--- src/sv/tmcw_pkg.sv ---
// Shared types and constants of the text-mode console writer.
package tmcw_pkg;

    localparam int ROW_W    = 6;
    localparam int COL_W    = 7;
    localparam int SCROLL_W = 3;
    localparam int CURSOR_W = 11;
    localparam int ADDR_W   = 11;
    localparam int CHAR_W   = 8;
    localparam int CELL_W   = 16;
    localparam int TAB_STEP = 4;

    localparam logic [CHAR_W-1:0] CODE_BS    = 8'd8;
    localparam logic [CHAR_W-1:0] CODE_HT    = 8'd9;
    localparam logic [CHAR_W-1:0] CODE_LF    = 8'd10;
    localparam logic [CHAR_W-1:0] CODE_VT    = 8'd11;
    localparam logic [CHAR_W-1:0] CODE_FF    = 8'd12;
    localparam logic [CHAR_W-1:0] CODE_CR    = 8'd13;
    localparam logic [CHAR_W-1:0] PRINT_LO   = 8'd32;
    localparam logic [CHAR_W-1:0] PRINT_HI   = 8'd126;
    localparam logic [CHAR_W-1:0] BLANK_CODE = 8'd32;
    localparam logic [CHAR_W-1:0] DEFAULT_ATTR_RESET = 8'd7;

    localparam logic OP_SHOW = 1'b0;
    localparam logic OP_READ = 1'b1;

    typedef struct packed {
        logic                accepted;
        logic                write_en;
        logic                blank;
        logic                clear;
        logic [ROW_W-1:0]    row;
        logic [COL_W-1:0]    col;
        logic [SCROLL_W-1:0] scroll_cnt;
    } step_t;

endpackage

--- src/sv/tmcw_step.sv ---
// Cursor step: decodes a shown code into the new cursor, cell write and scroll count.
module tmcw_step #(
    parameter int SCREEN_ROWS    = 25,
    parameter int SCREEN_COLUMNS = 80
) (
    input  logic [tmcw_pkg::ROW_W-1:0]  row,
    input  logic [tmcw_pkg::COL_W-1:0]  col,
    input  logic [tmcw_pkg::CHAR_W-1:0] char_code,
    output tmcw_pkg::step_t             step
);
    import tmcw_pkg::*;

    localparam logic [ROW_W:0] LAST_ROW = (ROW_W+1)'(SCREEN_ROWS - 1);
    localparam logic [COL_W:0] COLS     = (COL_W+1)'(SCREEN_COLUMNS);
    localparam logic [COL_W:0] LAST_COL = (COL_W+1)'(SCREEN_COLUMNS - 1);

    logic [ROW_W:0] row_wide;
    logic [COL_W:0] col_wide;
    logic [COL_W:0] tab_col;
    logic [ROW_W:0] tab_row;

    assign tab_col = (COL_W+1)'(col & ~COL_W'(TAB_STEP - 1)) + (COL_W+1)'(TAB_STEP);
    assign tab_row = (ROW_W+1)'(row & ~ROW_W'(TAB_STEP - 1)) + (ROW_W+1)'(TAB_STEP);

    always_comb begin
        step     = '0;
        row_wide = {1'b0, row};
        col_wide = {1'b0, col};
        unique case (char_code) inside
            [PRINT_LO:PRINT_HI]: begin
                step.accepted = 1'b1;
                step.write_en = 1'b1;
                col_wide = {1'b0, col} + (COL_W+1)'(1);
                if (col_wide == COLS) begin
                    col_wide = '0;
                    row_wide = {1'b0, row} + (ROW_W+1)'(1);
                end
            end
            CODE_BS: begin
                step.accepted = 1'b1;
                if (col != '0) begin
                    col_wide      = {1'b0, col} - (COL_W+1)'(1);
                    step.write_en = 1'b1;
                    step.blank    = 1'b1;
                end else begin
                    col_wide = LAST_COL;
                    if (row != '0) begin
                        row_wide      = {1'b0, row} - (ROW_W+1)'(1);
                        step.write_en = 1'b1;
                        step.blank    = 1'b1;
                    end
                end
            end
            CODE_HT: begin
                step.accepted = 1'b1;
                if (tab_col >= COLS) begin
                    col_wide = tab_col - COLS;
                    row_wide = {1'b0, row} + (ROW_W+1)'(1);
                end else begin
                    col_wide = tab_col;
                end
            end
            CODE_LF: begin
                step.accepted = 1'b1;
                row_wide = {1'b0, row} + (ROW_W+1)'(1);
            end
            CODE_VT: begin
                step.accepted = 1'b1;
                row_wide = tab_row;
            end
            CODE_FF: begin
                step.accepted = 1'b1;
                step.clear    = 1'b1;
                row_wide = '0;
                col_wide = '0;
            end
            CODE_CR: begin
                step.accepted = 1'b1;
                col_wide = '0;
            end
            default: begin
                step.accepted = 1'b0;
            end
        endcase
        if (row_wide > LAST_ROW) begin
            step.scroll_cnt = SCROLL_W'(row_wide - LAST_ROW);
            row_wide        = LAST_ROW;
        end
        step.row = row_wide[ROW_W-1:0];
        step.col = col_wide[COL_W-1:0];
    end

endmodule

--- config.mk ---
export PLATFORM = sky130hd
export DESIGN_NAME = tmcw_step
export DESIGN_NICKNAME = d
export VERILOG_FILES = /design/src/sv/tmcw_pkg.sv /design/src/sv/tmcw_step.sv
export SDC_FILE = /design/constraint.sdc
export NUM_CORES = 1
export LEC_CHECK = 0
export BUFFER_PORTS_ARGS = -buffer_cell sky130_fd_sc_hd__buf_2
export CORE_UTILIZATION = 59
export DETAILED_ROUTE_END_ITERATION = 10
export PLACE_DENSITY = 0.91
export SYNTH_ARGS = -nofsm -noshare
export SYNTH_HDL_FRONTEND = slang
export SYNTH_SLANG_ARGS = --single-unit
export TNS_END_PERCENT = 10
--- constraint.sdc ---
create_clock -name vclk -period 8.6
set_clock_uncertainty 0.2 [all_clocks]
set_input_delay 0.86 -clock vclk [all_inputs]
set_output_delay 0.86 -clock vclk [all_outputs]
set_load 0.01 [all_outputs]
; Word-level counts from Yosys, hierarchy flattened
; Cells that the tools add are included.
[classes]
n_addsub = 8
multipliers = 0
div_mod_pow = 0
magnitude_cmp = 4
eq_ne = 7
shifts = 0
muxes = 17
n_bitwise = 0
reduce_logical = 5
[ops]
columns = operator, n
row1 = two-way mux 7 bit, 7
row2 = == test 8 x 4 -> 1 bit (second input constant), 6
row3 = one-hot mux 7 bit (6 select lines), 1
row4 = one-hot mux 7 bit (4 select lines), 1
row5 = adder 7 x 1 -> 8 bit (second input constant), 1
row6 = adder 7 x 3 -> 8 bit (second input constant), 1
row7 = == test 8 x 7 -> 1 bit (second input constant), 1
row8 = greater-or-equal comparator 8 x 6 -> 1 bit (second input constant), 1
row9 = greater-or-equal comparator 8 x 7 -> 1 bit (second input constant), 1
row10 = <= comparator 8 x 7 -> 1 bit (second input constant), 1
row11 = adder 6 x 1 -> 7 bit (second input constant), 1
row12 = adder 6 x 3 -> 7 bit (second input constant), 1
row13 = greater-than comparator 7 x 5 -> 1 bit (second input constant), 1
row14 = nonzero test 7 bit, 1
row15 = OR reduction 7 bit, 1
row16 = subtractor 6 x 1 -> 7 bit (second input constant), 1
row17 = subtractor 7 x 1 -> 7 bit (second input constant), 1
row18 = subtractor 7 bit (second input constant), 1
row19 = two-way mux 6 bit, 1
row20 = nonzero test 6 bit, 1
row21 = two-way mux 2 bit, 2
row22 = two-way mux 1 bit, 3
row23 = two-way mux 3 bit, 1
row24 = subtractor 3 x 1 -> 3 bit (second input constant), 1
row25 = other kinds (3), 3
[totals]
register_bits = 0
latch_bits = 0
mem_bits_rw = 0
rom_bits = 0
in_bits = 21
output_inout_bits = 20
word_cells = 41
n_memories = 0

; Logic depth before layout (Yosys ltp)
; Gate-level depths: netlist (run 1).
[depth]
depth_word = 6
mapped_depth = 11
mapped_depth_nobuf = 11

; Worst setup path after synthesis (run 1)
; OpenSTA, ideal clock, no wires.
[synth_timing]
path_kind = input -> output
start = input port col[2] in the netlist's numbering
end = output port step[12] in the netlist's numbering
t_arrival_ps = 3274
t_required_ps = 7540
setup_slack_ps = 4266
cell_stages = 10
n_path_buf = 0
path_cell_list = ha_1 xnor2_1 ha_1 a21boi_0 o21ai_0 a211o_1 nand3_2 o32a_1 a211oi_2 nor4b_1
[synth_rtl]
columns = item, line_no
row1 = from (decl), tmcw_step.sv:7  ; input logic [tmcw_pkg::COL_W-1:0] col,
row2 = to (decl), tmcw_step.sv:9  ; output tmcw_pkg::step_t step

==> results of run 1 <==
per-stage QoR:
| stage | area (µm²) | power (W) | utilization [%] | cells |
|---|---|---|---|---|
| 6_report | 1430 | 0.0000617 | 73.0 | 254 |
| 5_1_grt | 1430 | 0.0000689 | 73.0 | 254 |
| 4_1_cts | 1430 | 0.0000608 | 73.0 | 254 |
| 3_5_place_dp | 1430 | 0.0000605 | 73.0 | 254 |
| 3_3_place_gp | 1430 | 0.0000598 | 73.0 | 254 |
| 2_1_floorplan | 1240 | 0.0000406 | - | 197 |
worst max-delay path by stage:
stage / startpoint / end / slack (ps) / cells after the start
final: col[4] / step[12] / 3840 / 12
after global routing: col[4] / step[12] / 3580 / 12
after CTS: col[4] / step[12] / 3910 / 12
after detailed placement: col[4] / step[12] / 3910 / 12
after global placement: col[4] / step[12] / 3980 / 12
after floorplan: col[2] / step[12] / 4270 / 10
power groups by stage:
stage | Combinational [W] | Sequential, W | Clock, W
global placement | 0.0000598 | 0 | 0
finish | 0.0000617 | 0 | 0
global route | 0.0000689 | 0 | 0
detailed placement | 0.0000605 | 0 | 0
CTS | 0.0000608 | 0 | 0
floorplan | 0.0000406 | 0 | 0
final cells by class:
type,instances,area share (%)
multi-input combinational,175,80.5
timing repair buffer,40,14.0
inverter,12,3.15
tap,27,2.36
logic make-up (layout without fill, tap and decap cells):
logic type / after synthesis / in the layout / share of synthesized area, %
adder cells (fa/ha/maj): 11 / 11 / 11.1
AO/OA/AOI/OAI: 68 / 68 / 37.4
other: 1 / 1 / 0.302
buffers and inverters: 22 / 52 / 7.34
AND/OR/NAND/NOR: 89 / 89 / 39.6
XOR/XNOR: 6 / 6 / 4.23
layout by cell type, fill, tap and decap left out, drive strengths merged, types with 3 or more instances in the layout:
| cell type | n |
|---|---|
| ha | 11 |
| o21ai | 14 |
| o22ai | 3 |
| or4 | 3 |
| nand3 | 12 |
| inv | 12 |
| a21o | 5 |
| a31oi | 3 |
| a21oi | 16 |
| nor3b | 5 |
| buf | 40 |
| nand4 | 3 |
| and3 | 5 |
| nor3 | 9 |
| nand2 | 23 |
| nor4 | 6 |
| xnor2 | 6 |
| a211o | 3 |
| a211oi | 3 |
| nor2 | 10 |
layer usage:
layer,GRT usage [%],up-vias,share of wire (%)
li1,-,830,-
met1,42.9,729,44
met2,56.2,88,46
met3,1.13,4,8.4
met4,1.67,0,0.70
met5,0,-,0
critical path: stages:
cell	delay, ps
buf_2	220
and3_1	260
xnor2_1	110
ha_1	260
a21boi_0	150
o21ai_0	220
a211o_1	230
nand3_2	130
o32a_1	380
a211oi_2	400
nor4b_1	280
buf_2	180
==> reports/results.tsv, run 1 <==
stage	metric	value	unit
outcome	status	complete, no violations	
synthesis	synthTopCellsByCount	nand2_1 (23), a21oi_1 (16), o21ai_0 (14)	
placed_design	numPortBuffers	40	
die	ios	41	
route	drt_pre_antenna_iters	5	
synthesis	synth_top_area_share	11.1	%
sta	rsz0062_at_grt	false	
sta	hold_ws	1850	ps
global_route	grt_pass1_vias	1217	
setup_path	critPathMaxFanout	14	
setup_path	path_class	primary input to output port	
power	swShare	60.3	%
synthesis	avgSynthCellArea	6.31	µm²
die	num_rows	16	
layout	areaGrowthSynthToFinish	15.1	%
synthesis	yosysMostFrequentCell	nand2_1	
layout	fin_nets	261	
die	start_util	63.4	%
synthesis	syn-instance-count	197	
synthesis	synth_area_leaders	ha_1 (11%), nand2_1 (6.9%), a21oi_1 (6.4%)	
sta	final-max-slew-violation-count	0	
global_route	gr-usage-all-layers	31.2	%
power	p_sw	0.0000372	W
global_route	antenna_found_initial	0	
sta	finalHoldViolations	0	
synthesis	yosysTopAreaCell	ha_1	
setup_path	critPathArrivalTime	3700	ps
route	drc_errors	0	
sta	fin_ws	3840	ps
route	drtIter0Drc	112	
sta	slew_headroom	55.2	%
sta	fmax	210	MHz
layout	layout-drive-gt1-share	21.1	%
sta	fin_crit_sh	55.3	%
layout	clkbuf_count	0	
job	max_cap_viol_count	0	
route	routed_wl	3590	µm
clocking	postCtsHoldBufs	0	
placed_design	post-place-ws	3910	ps
die	die_h	47.9	µm
die	dieArea	0.00230	mm²
sta	setup_tns	0	ps
sta	finalSetupViolations	0	
global_route	grt_start_max_net_pins	18	
route	vias	1651	
worst_hold_path	hold_end	step[16]	
worst_hold_path	whs_path_depth	3	
route	drtAntennaViolNets	0	
synthesis	syn_area	0.00124	mm²
power	power_frac_seq	0	%
worst_hold_path	hold_start	char_code[0]	
synthesis	synth_warnings	0	
die	coreArea	0.00196	mm²
clocking	cts_setup_buffers	0	
global_route	grt_pass1_wl	5250	µm
layout	n_sequential_cell	0	
power	clockPowerShare	0	%
synthesis	yosysSeqAreaShare	0	%
synthesis	syn-num-nets	229	
power	power_leakage	0.631	nW
layout	num_antenna_cells	0	
die	die_w	47.9	µm
route	viasPerCell	6.50	
placed_design	place.detailed.hpwl	2900	µm
sta	tightest_slew	667	ps
setup_path	cp.required	7540	ps
worst_hold_path	min_path_type	primary input to output port	
setup_path	cp-start-kind	primary input	
sta	finalWorstPathRequiredPeriod	4760	ps
layout	seq_area	0	µm²
clocking	ctsResizeCount	0	
synthesis	ys_types	52	
placed_design	gp_congestion	0.996	
power	powerDensity	43.1	mW/mm²
power	internal_power	0.0000245	W
route	post_drt_wl_per_cell	14.1	µm
power	combinationalPowerShare	100.0	%
layout	multi_input_area	0.00115	mm²
global_route	grt_overflow	0	
power	ir_drop	28.7	µV
layout	fill_cells	191	
setup_path	worst_setup_path_end_kind	output port	
Power figures use the tool's default switching activity.
==> inputs of run 2 (changes only) <==
CORE_UTILIZATION = 49   (was 59)
PLACE_DENSITY = 0.81   (was 0.91)
clock period = 3.8 ns   (was 8.6 ns; I/O delays follow)
==> reports/results.tsv, run 2 (same netlist as run 1, synthesis figures left out) <==
stage	metric	value	unit	change
global_route	grt_pass1_wl	6350	µm	was 5250 µm
sta	tightest_slew	553	ps	was 667 ps
setup_path	crit_chain	buf_2, ha_1, xnor2_2, ha_1, a21boi_1, o21ai_1, a211o_1, nand3_2, o32a_1, a211oi_4, nor4b_1, buf_2		was buf_2, and3_1, xnor2_1, ha_1, a21boi_0, o21ai_0, a211o_1, nand3_2, o32a_1, a211oi_2, nor4b_1, buf_2
setup_path	cpPeakStageDelay	410	ps	was 400 ps
sta	rsz0062_at_grt	false		unchanged
outcome	status	complete, no violations		unchanged
die	coreArea	0.00230	mm²	was 0.00196 mm²
placed_design	placed_area	0.00147	mm²	was 0.00143 mm²
layout	layout-drive-gt1-share	23.7	%	was 21.1%
route	routed_wl	3880	µm	was 3590 µm
power	combinationalPowerShare	100.0	%	about the same
sta	finalWorstPathRequiredPeriod	3550	ps	
placed_design	gp_congestion	1.02		was 0.996
global_route	use_met2	50.2	%	was 56.2%
sta	finalHoldViolations	0		unchanged
setup_path	cp.required	3220	ps	was 7540 ps
route	drtIter0Drc	68		was 112
global_route	met1_usage	42.7	%	was 42.9%
layout	n_sequential_cell	0		unchanged
sta	setup_tns	0	ps	unchanged
layout	mostFrequentLayoutCell	buf_2		unchanged
clocking	cts_setup_buffers	0		unchanged
route	drtAntennaViolNets	0		unchanged
die	start_util	54.1	%	was 63.4%
setup_path	critPathMaxFanout	9		was 14
global_route	grtUsageMet3	2.32	%	was 1.13%
layout	seq_area	0	µm²	unchanged
global_route	antenna_found_initial	0		unchanged
setup_path	path_class	primary input to output port		unchanged
die	num_rows	17		was 16
power	powerDensity	98.5	mW/mm²	was 43.1 mW/mm²
power	power_leakage	0.661	nW	was 0.631 nW
layout	areaGrowthSynthToFinish	19.8	%	was 15.1%
power	ir_drop	60.3	µV	was 28.7 µV
placed_design	numPortBuffers	40		unchanged
layout	num_antenna_cells	0		unchanged
power	power_frac_seq	0	%	about the same
sta	final-max-slew-violation-count	0		unchanged
sta	fmax	282	MHz	
clocking	postCtsHoldBufs	0		unchanged
setup_path	worst-path-buf-inv	2		unchanged
setup_path	worst_setup_path_end_kind	output port		unchanged
die	die_w	52.4	µm	was 47.9 µm
route	drc_errors	0		unchanged
clocking	ctsResizeCount	0		unchanged
route	drt_pre_antenna_iters	4		was 5
sta	fin_crit_sh	93.4	%	
power	p_sw	0.0000874	W	was 0.0000372 W
layout	mostFrequentLayoutCells	buf_2 (40), nand2_1 (23), a21oi_1 (16), o21ai_0 (13), inv_1 (12)		was buf_2 (40), nand2_1 (23), a21oi_1 (16), o21ai_0 (14), inv_1 (12)
route	viasPerCell	6.42		was 6.50
power	clockPowerShare	0	%	about the same
power	internal_power	0.0000594	W	was 0.0000245 W
global_route	grt_busiest_layer	met2		unchanged
layout	fin_nets	266		was 261
sta	slew_headroom	62.8	%	was 55.2%
route	vias	1669		was 1651
route	post_drt_wl_per_cell	14.9	µm	was 14.1 µm
sta	finalSetupViolations	0		unchanged
layout	clkbuf_count	0		unchanged
die	ios	41		unchanged
setup_path	cpMaxStageDelayCell	o32a_1		was a211oi_2
power	swShare	59.5	%	was 60.3%
global_route	grt_overflow	0		unchanged
worst_hold_path	min_path_type	primary input to output port		unchanged
global_route	grt_pass1_vias	1366		was 1217
placed_design	place.detailed.hpwl	3140	µm	was 2900 µm
die	die_h	52.4	µm	was 47.9 µm
job	max_cap_viol_count	0		unchanged
global_route	grt_start_max_net_pins	14		was 18
layout	finalInstanceArea	0.00149	mm²	was 0.00143 mm²
setup_path	critical-path-top-delay-family	compound AO/OA/AOI/OAI gates		unchanged
setup_path	cp-start-kind	primary input		unchanged
die	dieArea	0.00274	mm²	was 0.00230 mm²
global_route	gr-usage-all-layers	29.7	%	was 31.2%
setup_path	critPathArrivalTime	2970	ps	was 3700 ps
==> run 2: changes by cell type in the layout (fill, tap and decap cells not counted), sizes merged <==
cell,previous run,this run
buf,40,45
==> run 2: final timing paths <==
path / start / end / slack [ps] / depth (start not counted)
worst max-delay path: col[2] / step[12] / 250 / 12
worst min-delay path: char_code[0] / step[16] / 900 / 3
==> run 2: cell type report <==
class | instances | area, µm²
Timing Repair Buffer | 45 | 238
Tap cell | 28 | 35.0
Fill cell | 237 | 807
Inverter | 12 | 45.0
Multi-Input combinational cell | 175 | 1170
==> run 2: through the flow <==
stage               util [%]  cells  hold WS [ps]  setup WS (ps)  power (W)
global route            64.9    260           932           29.2   0.000163
finish                  64.9    260           900            251   0.000147
global placement        64.0    260           882            287   0.000141
floorplan                  -    197           610            426  0.0000920
detailed placement      64.0    260           887            204   0.000142
CTS                     64.0    260           889            196   0.000142
==> run 2: worst min-delay path: cells and delay by family <==
kind | cells | cell delay (ps)
buffers and inverters | 2 | 270
AND/OR/NAND/NOR | 1 | 70
==> run 2: metal layers <==
metal	up-vias	wire [µm]
met4	0	0
met1	736	1720
met2	94	1780
met5	-	0
met3	0	384
li1	839	-
==> run 2: power by group through the flow <==
stage / clock (W) / sequential [W] / combinational (W)
detailed placement: 0 / 0 / 0.000142
global placement: 0 / 0 / 0.000141
floorplan: 0 / 0 / 0.0000920
finish: 0 / 0 / 0.000147
CTS: 0 / 0 / 0.000142
global route: 0 / 0 / 0.000163
==> inputs of run 3 (changes only) <==
clock period = 2.9 ns   (was 3.8 ns; I/O delays follow)
==> reports/results.tsv, run 3 <==
stage	metric	value	unit	change
outcome	status	did not finish		was complete, no violations
outcome	stop_stage	clock tree synthesis		
outcome	error	[ERROR DPL-0033] detailed placement checks failed during check placement.		
synthesis	synth_warnings	0		unchanged
synthesis	synthTopCellsByCount	nand2_1 (23), a21oi_1 (16), o21ai_0 (14)		unchanged
clocking	postCtsHoldBufs	0		unchanged
synthesis	syn-instance-count	197		unchanged
placed_design	gp_congestion	0.945		was 1.02
synthesis	syn_area	0.00124	mm²	unchanged
synthesis	synth_area_leaders	ha_1 (11%), nand2_1 (6.9%), a21oi_1 (6.4%)		unchanged
placed_design	place.detailed.hpwl	4250	µm	was 3140 µm
synthesis	yosysTopAreaCell	ha_1		unchanged
synthesis	avgSynthCellArea	6.31	µm²	unchanged
synthesis	yosysSeqAreaShare	0	%	unchanged
die	die_w	52.4	µm	unchanged
die	start_util	54.1	%	unchanged
clocking	cts_setup_buffers	11		was 0
synthesis	syn-num-nets	229		unchanged
synthesis	ys_types	52		unchanged
synthesis	synth_top_area_share	11.1	%	unchanged
die	die_h	52.4	µm	unchanged
die	ios	41		unchanged
placed_design	post-place-cells	318		was 260
placed_design	numPortBuffers	40		unchanged
synthesis	yosysMostFrequentCell	nand2_1		unchanged
clocking	ctsResizeCount	44		was 0
die	num_rows	17		unchanged
-- run 3: cell counts after synthesis --
Identical to the previous run, type by type.
-- run 3: metrics by stage --
step	cell area, µm²	TNS [ps]	util [%]	hold WS, ps	setup slack [ps]
after floorplan	1300	-29.5	-	430	-12.6
after global placement	1960	-2040	85.4	706	-348
after detailed placement	1960	-2400	85.4	714	-448
-- run 3: logic make-up after synthesis --
group	after synthesis	share of synthesized area [%]
XOR/XNOR	6	4.23
adder cells (fa/ha/maj)	11	11.1
buffers and inverters	22	7.34
AO/OA/AOI/OAI	68	37.4
AND/OR/NAND/NOR	89	39.6
other	1	0.302
==> inputs of run 4 (changes only) <==
CORE_AREA = 2 2 63 65   (was unset)
CORE_UTILIZATION = unset   (was 49)
DIE_AREA = 0 0 65 67   (was unset)
PLACE_DENSITY = unset   (was 0.81)
PLACE_DENSITY_LB_ADDON = 0.15   (was unset)
clock period = 3.77 ns   (was 2.9 ns; I/O delays follow)
==> reports/results.tsv, run 4 (same netlist as run 1, synthesis figures left out) <==
stage	metric	value	unit	change
die	die_w	65	µm	was 52.4 µm
layout	areaGrowthSynthToFinish	24.9	%	
sta	rsz0062_at_grt	false		
sta	finalSetupViolations	0		
setup_path	path_class	primary input to output port		
power	power_leakage	0.674	nW	
route	route.met2.wl	1890	µm	
layout	mostFrequentLayoutCell	buf_2		
outcome	status	complete, no violations		was did not finish
layout	fin_nets	267		
route	post_drt_wl_per_cell	14.9	µm	
route	drtIter0Drc	67		
global_route	grt_overflow	0		
route	route.met3.wl	233	µm	
route	highest_layer	met4		
setup_path	cp-start-kind	primary input		
route	viasPerCell	5.85		
global_route	gr-usage-all-layers	19.4	%	
layout	layout-drive-gt1-share	26.2	%	
placed_design	place.detailed.hpwl	3270	µm	was 4250 µm
die	num_rows	22		was 17
worst_hold_path	whs_path_depth	3		
power	ir_drop	39.4	µV	
route	wl_met1	2040	µm	
sta	fmax	279	MHz	
power	powerDensity	98.3	mW/mm²	
layout	n_sequential_cell	0		
layout	mostFrequentLayoutCells	buf_2 (40), nand2_1 (23), a21oi_1 (15), o21ai_0 (13), inv_1 (12)		
route	vias	1645		
worst_hold_path	min_path_type	primary input to output port		
die	die_h	67	µm	was 52.4 µm
route	drtAntennaViolNets	0		
sta	fin_crit_sh	95.1	%	
sta	slew_headroom	66.3	%	
route	drc_errors	0		
placed_design	gp_congestion	0.889		was 0.945
global_route	grt_pass1_wl	6910	µm	
placed_design	numPortBuffers	40		unchanged
route	routed_wl	4180	µm	
global_route	antenna_found_initial	0		
die	ios	41		unchanged
sta	hold_ws	893	ps	
route	drt_pre_antenna_iters	4		
power	p_total	0.000153	W	
setup_path	critPathArrivalTime	3010	ps	
layout	num_antenna_cells	0		
layout	clkbuf_count	0		
global_route	grt_start_max_net_pins	18		
sta	setup_tns	0	ps	
sta	tightest_slew	503	ps	
die	dieArea	0.00436	mm²	
sta	finalHoldViolations	0		
die	start_util	34.5	%	was 54.1%
clocking	postCtsHoldBufs	0		unchanged
sta	final-max-slew-violation-count	0		
sta	finalWorstPathRequiredPeriod	3580	ps	
global_route	grt_pass1_vias	1494		
job	max_cap_viol_count	0		
setup_path	worst_setup_path_end_kind	output port		
die	coreArea	0.00361	mm²	
setup_path	critPathMaxFanout	9		
layout	seq_area	0	µm²	
setup_path	cp.required	3190	ps	
run 4: per-stage QoR:
stage	cells	setup slack [ps]	utilization, %	cell area, µm²
after floorplan	197	402	-	1240
after global placement	280	216	41.5	1500
after detailed placement	280	133	41.5	1500
after CTS	280	129	41.5	1500
after global routing	281	17.1	43.1	1550
final	281	186	43.1	1550
run 4: area by class of cell:
class / instances / area [µm²]
fillers: 423 / 2050
well taps: 48 / 60.1
inverters: 12 / 45.0
multi-input cells: 175 / 1200
repair buffers: 46 / 245
run 4: repair_timing:
action                                  CTS  global route
gates resized for setup                   0            10
buffers inserted                          0             1
endpoints found under the setup margin    0             8
endpoints found under the hold margin     0             0
run 4: power by group:
group,switching [W],internal [W]
Combinational,0.0000906,0.0000621
Clock,0,0
Sequential,0,0
Total,0.0000906,0.0000621
run 4: path summary, 6_finish.rpt:
path  slack, ps        to    startpoint
min         890  step[16]  char_code[0]
max         190  step[12]        col[2]
run 4: worst max-delay path, cell delays in order:
cell and delay, ps:
buf_2 150, ha_2 230, xnor2_2 150, ha_1 240, a21boi_0 160, nor3_1 250
a211o_1 220, nand3_2 140, o32a_1 350, a211oi_4 320, nor4b_4 240, buf_2 160
run 4: routing by layer:
metal	vias to the layer above	track usage, %
met1	757	28.7
met3	2	0.338
li1	835	-
met4	0	1.86
met5	-	0
met2	51	32.1
